===== src/hdl/wua_pkg.sv =====
`timescale 1ns / 1ps
`default_nettype none
package wua_pkg;

    localparam int unsigned DATA_W  = 256;
    localparam int unsigned WORD_W  = 64;
    localparam int unsigned SHIFT_W = 6;
    localparam int unsigned CNT_W   = 9;

    localparam logic [2:0] OP_ADD = 3'd0;
    localparam logic [2:0] OP_SUB = 3'd1;
    localparam logic [2:0] OP_MUL = 3'd2;
    localparam logic [2:0] OP_DIV = 3'd3;
    localparam logic [2:0] OP_MOD = 3'd4;
    localparam logic [2:0] OP_SHL = 3'd5;
    localparam logic [2:0] OP_SHR = 3'd6;
    localparam logic [2:0] OP_CMP = 3'd7;

    // Per-bit control shared by the serial datapath and the sequencer.
    typedef struct packed {
        logic       start;
        logic       step;
        logic [2:0] op;
    } wua_ctrl_t;

endpackage
`default_nettype wire


===== src/hdl/wua_compare.sv =====
`timescale 1ns / 1ps
`default_nettype none
// Serial magnitude compare: one bit per step, MSB first.
module wua_compare
    import wua_pkg::*;
(
    input  wire logic              aclk,
    input  wire wua_ctrl_t         ctrl,
    input  wire logic [DATA_W-1:0] a_in,
    input  wire logic [DATA_W-1:0] b_in,
    output logic                   a_less,
    output logic                   a_equal
);

    logic [DATA_W-1:0] x_reg, y_reg;
    logic              lt_reg, eq_reg;

    always_ff @(posedge aclk) begin
        if (ctrl.start) begin
            x_reg  <= a_in;
            y_reg  <= b_in;
            lt_reg <= 1'b0;
            eq_reg <= 1'b1;
        end else if (ctrl.step) begin
            x_reg <= x_reg << 1;
            y_reg <= y_reg << 1;
            if (eq_reg && (x_reg[DATA_W-1] != y_reg[DATA_W-1])) begin
                eq_reg <= 1'b0;
                lt_reg <= y_reg[DATA_W-1];
            end
        end
    end

    assign a_less  = lt_reg;
    assign a_equal = eq_reg;

endmodule
`default_nettype wire


===== config.mk =====
export PLATFORM = sky130hd
export DESIGN_NAME = wua_compare
export DESIGN_NICKNAME = d
export VERILOG_FILES = /design/src/hdl/wua_pkg.sv /design/src/hdl/wua_compare.sv
export SDC_FILE = /design/constraint.sdc
export NUM_CORES = 1
export LEC_CHECK = 0
export BUFFER_PORTS_ARGS = -buffer_cell sky130_fd_sc_hd__buf_2
export CAP_MARGIN = 20
export CORE_MARGIN = 1
export CORE_UTILIZATION = 40
export CTS_CLUSTER_DIAMETER = 100
export CTS_CLUSTER_SIZE = 16
export DETAILED_ROUTE_END_ITERATION = 12
export PLACE_DENSITY = 0.71
export SLEW_MARGIN = 20
export SYNTH_ARGS = -nofsm -noshare
export SYNTH_HDL_FRONTEND = slang
export SYNTH_SLANG_ARGS = --single-unit

===== constraint.sdc =====
create_clock -name aclk -period 14.2 [get_ports aclk]
set_input_delay 2.84 -clock aclk [delete_from_list [all_inputs] [get_ports aclk]]
set_output_delay 2.84 -clock aclk [all_outputs]
set_load 0.01 [all_outputs]

# Word level (Yosys, flattened, before mapping)

Cells that the tools add are included.

Register bits after elaboration: 514
Word-level logic and storage cells: 12

Equality and inequality tests: 1
Multiplexer cells: 4
Reductions and logical operators: 3

Operators by type and width:

| cell                | number |
|---|---|
| $mux W256           | 4 |
| $reduce_and A2 Y1   | 1 |
| $reduce_bool A2 Y1  | 1 |
| $logic_and A1 B1 Y1 | 1 |
| $ne A1 B1 Y1        | 1 |

# Longest topological paths before layout

Depth after elaboration: 3
Mapped depth: 4
Depth with buffers taken out: 3

# Worst setup path before layout

Ideal clock, no wire load.

Kind: in2reg
Start: in ctrl[4] (netlist bit)
End: reg x_reg[0], enable pin
Setup time: 0.667 ns
Data arrival time: 9.354 ns
Data required time: 13.533 ns
Slack: 4.178 ns
Cell stages on the path: 4
Path buffers: 3
Path through: buf_4 buf_6 buf_6 or2_2

Cells in the longest elaborated chain, start to end: 1

Ends and longest elaborated chain:

| element                             | RTL line          | source |
|---|---|---|
| start, declared                     | wua_compare.sv:8  | `input wire wua_ctrl_t ctrl,` |
| $reduce_bool A2 Y1 (no source line) | --                |  |
| end signal, assigned                | wua_compare.sv:20 | `x_reg <= a_in;` |
| end signal, assigned                | wua_compare.sv:25 | `x_reg <= x_reg << 1;` |
| end, declared                       | wua_compare.sv:15 | `logic [DATA_W-1:0] x_reg, y_reg;` |

No other way between the ends.
A chain may end at the register's enable or synchronous reset.

# Worst setup path in the final report

Start: in ctrl[4] (netlist bit)
End: reg y_reg[180], data pin

Cells in the longest elaborated chain, start to end: 1

Ends and longest elaborated chain:

| element              | RTL line          | source |
|---|---|---|
| $mux W256            | wua_compare.sv:19 | `if (ctrl.start) begin` |
| end signal, assigned | wua_compare.sv:21 | `y_reg <= b_in;` |
| end signal, assigned | wua_compare.sv:26 | `y_reg <= y_reg << 1;` |
| end, declared        | wua_compare.sv:15 |  |

No other way between the ends.

==> summary.md <==
| Metric | Value |
|---|---|
| Outcome | `completed` |
| Register area share after synthesis | `between 60% and 70%` |
| Placer congestion estimate | `around 0.82` |
| FMAX | `roughly 160 MHz` |
| Hold Fails Final Rpt | `0` |
| Initial Util | `40.69%` |
| RSZ-0062 raised after global routing | `false` |
| Max-Cap Viols | `0` |
| Syn_nets | `roughly 1600` |
| Crit path DAT | `approximately 6.6 ns` |
| I/O Buffers | `around 520` |
| Tightest Pin Transition | `~1.1 ns` |
| Post-route ant nets | `0` |
| Reg area | `around 15000 um2` |
| GR Util met3 | `around 5.1%` |
| GRT Util Overall | `between 10% and 20%` |
| Clock sink count | `514` |
| Synthesized flop and latch total | `roughly 510` |
| Headroom to the max-slew limit | `between 20% and 30%` |
| GR Util met1 | `between 10% and 20%` |
| Placed insts | `between 2000 and 2500` |
| WP data required | `between 10 and 15 ns` |
| Share of the synthesized area in the top cell type | `between 60% and 70%` |
| Post-synthesis async set-or-reset flop share | `0%` |
| Main combinational cell family by area after synthesis | `multiplexers` |
| Number of nets in the layout | `between 2000 and 2500` |
| Wire length per cell | `~20 um` |
| Hold_sp | `a_less` |
| Non-filler cells, final | `between 2000 and 2500` |
| Hold_ws | `around 0.5 ns` |
| Synth Area in Simple Gates | `less than 1%` |
| Worst-Skew Late Latency | `0.55 ns` |
| CP max stage delay | `1.00 ns` |
| Count leader, synth | `edfxtp_1` |
| Worst setup EP type | `register` |
| Via density | `a little under 5` |
| Most used DFF post-synth | `edfxtp_1` |
| Worst Hold Class | `register to register` |
| Setup CP Type | `primary input to register` |
| # rows | `a little under 90` |
| H-tree levels | `2` |
| Vias in the first global route | `12280` |
| End of the worst register-to-register path | `y_reg[60]` |
| CTS root buf | `clkbuf_16` |
| Setup_tns | `0 ns` |
| PD cells | `around 120 nW/um2` |
| GR peak layer | `met2` |
| Clock Tree Buf Depth | `3` |
| Total CTS buffers | `38` |
| Cell taking the most area after synthesis | `edfxtp_1` |
| Worst Hold End | `a_less` |
| Pin count of the biggest net entering global routing | `186` |
| Quantity of hold-fixing buffers added after cts | `0` |
| Die area | `58540 um2` |
| Worst R2R Path Depth | `1` |
| Max-slew violations | `0` |
| Critical Path Slowest Stage Cell | `buf_4` |
| Fin crit share | `44.33%` |
| CTS clk-pin slew, worst paths | `roughly 0.070 ns` |
| Post-DP HPWL | `between 30000 and 40000 um` |
| Unique masters post-synth | `16` |
| Via count | `between 10000 and 15000` |
| CP Max Fanout | `91` |
| Post-synthesis xor/xnor area fraction | `0.03803%` |
| First-pass GRT wire length | `between 70000 and 80000 um` |
| Total Wirelength | `roughly 47000 um` |
| Critical Path Start Type | `primary input` |
| Synth-to-Final Area Change | `18.43%` |
| Die X | `~240 um` |
| Multiplexer area fraction after synthesis | `slightly above 30%` |
| Synth warn | `0` |
| I/O pins | `between 500 and 600` |
| Met2 usage in global routing | `between 20% and 30%` |
| EDFF count, synth | `512` |
| Worst Hold Depth | `2` |
| CP most frequent cell | `buf_4` |
| Synth Cell Area | `roughly 23000 um2` |
| Fin crit period | `6.295 ns` |
| Worst R2R Start | `y_reg[59]` |
| First-pass DRT Iterations | `4` |
| Complex-gate fraction of the synthesized area | `less than 1%` |
| Top post-synthesis cells by area | `edfxtp_1 (67%), mux2_4 (22%), mux2_2 (8.1%)` |
| Post-CTS setup buffer count | `0` |
| FILL cells | `around 4700` |
| Share of cells above drive strength 1 | `approximately two thirds` |
| Area of the multi-input gates | `7088 um2` |
| Die Height | `242.0 um` |
| Mapped Cells | `1092` |
| CTS tree | `built` |
| Resize count post-CTS | `0` |
| 1st-iter DRT viols | `742` |
| DRC | `0` |
| Setup Viol. Count Final | `0` |
| Grt ovf | `0` |
| Post-synth top cells | `edfxtp_1 (512), mux2_4 (340), mux2_2 (165), buf_6 (39), buf_2 (17)` |
| Adder-cell share of the synthesized area | `0%` |
| Syn avg cell area | `between 20 and 25 um2` |
| Core Region | `56600 um2` |
| Leakage power | `roughly 11 nW` |
| Initial antenna violation count | `22` |
| R2r setup slk | `between 10 and 15 ns` |
| Worst Skew | `around 0.011 ns` |
| Worst-path cell chain | `buf_8, buf_4, buf_4, buf_4, mux2_4` |
| Maximum vdd drop | `about 110 uV` |
| Final core occ | `48.19%` |
## cells in the final DEF (no fill, tap or decap), drive strengths merged
cell,instances
buf,526
edfxtp,512
mux2,510
clkbuf,47
diode,13
nand2,3
and2,2
dfxtp,2
clkinv,2
or2,1
nand4b,1
nand3,1
a31oi,1
xor2,1
a21o,1
clkinvlp,1
## per-stage QoR
step                setup slack (ns)  cell area [um2]  total power [mW]
floorplan                      4.178            23030             2.217
global placement               7.419            26150             2.314
detailed placement             7.339            26150             2.330
CTS                            7.956            27220             3.367
global route                   7.734            27270             3.451
finish                         7.905            27280             3.323
## critical path, delay by kind of cell
kind,cells,cell delay [ns]
mux,1,0.37
buf+inv,4,3.21
## layer usage
metal / vias to the layer above / wire, um / part of all wire, %
met5: - / 176 / 0.38
met4: 24 / 908 / 1.9
met3: 81 / 3563 / 7.6
met2: 375 / 22720 / 49
met1: 5701 / 19280 / 41
li1: 5316 / - / -
## worst max-delay path by stage
stage               slack (ns)  startpoint          to  depth (start not counted)
finish                    7.91     ctrl[4]  y_reg[180]                          5
global route              7.73     ctrl[4]  y_reg[180]                          5
CTS                       7.96     ctrl[4]    y_reg[9]                          5
detailed placement        7.34     ctrl[4]    y_reg[9]                          5
global placement          7.42     ctrl[4]  y_reg[180]                          5
floorplan                 4.18     ctrl[4]    x_reg[0]                          4
## power by group
| group | leakage (nW) | internal [mW] | switching [mW] |
|---|---|---|---|
| sequential | 5.24 | 1.87 | 0.0531 |
| combinational | 5.59 | 0.245 | 0.131 |
| clock | 0.521 | 0.519 | 0.506 |
| total | 11.4 | 2.63 | 0.690 |
## area by class of cell
cell class,instances,area share (%)
diodes,13,0.1193
well taps,756,3.468
clock buffers,47,3.844
clock inverters,3,0.07798
repair buffers,526,9.991
flip-flops and latches,514,56.51
multi-input cells,521,25.99
## cell families (layout without fill, tap and decap cells)
kind of cell    count (synthesis)  count (layout)
compound gates                  2               2
other cells                     0              13
xor+xnor                        1               1
simple gates                    8               8
flops                         514             514
mux                           510             510
buf+inv                        57             576
Note: power is estimated with default switching activity, not from simulation.
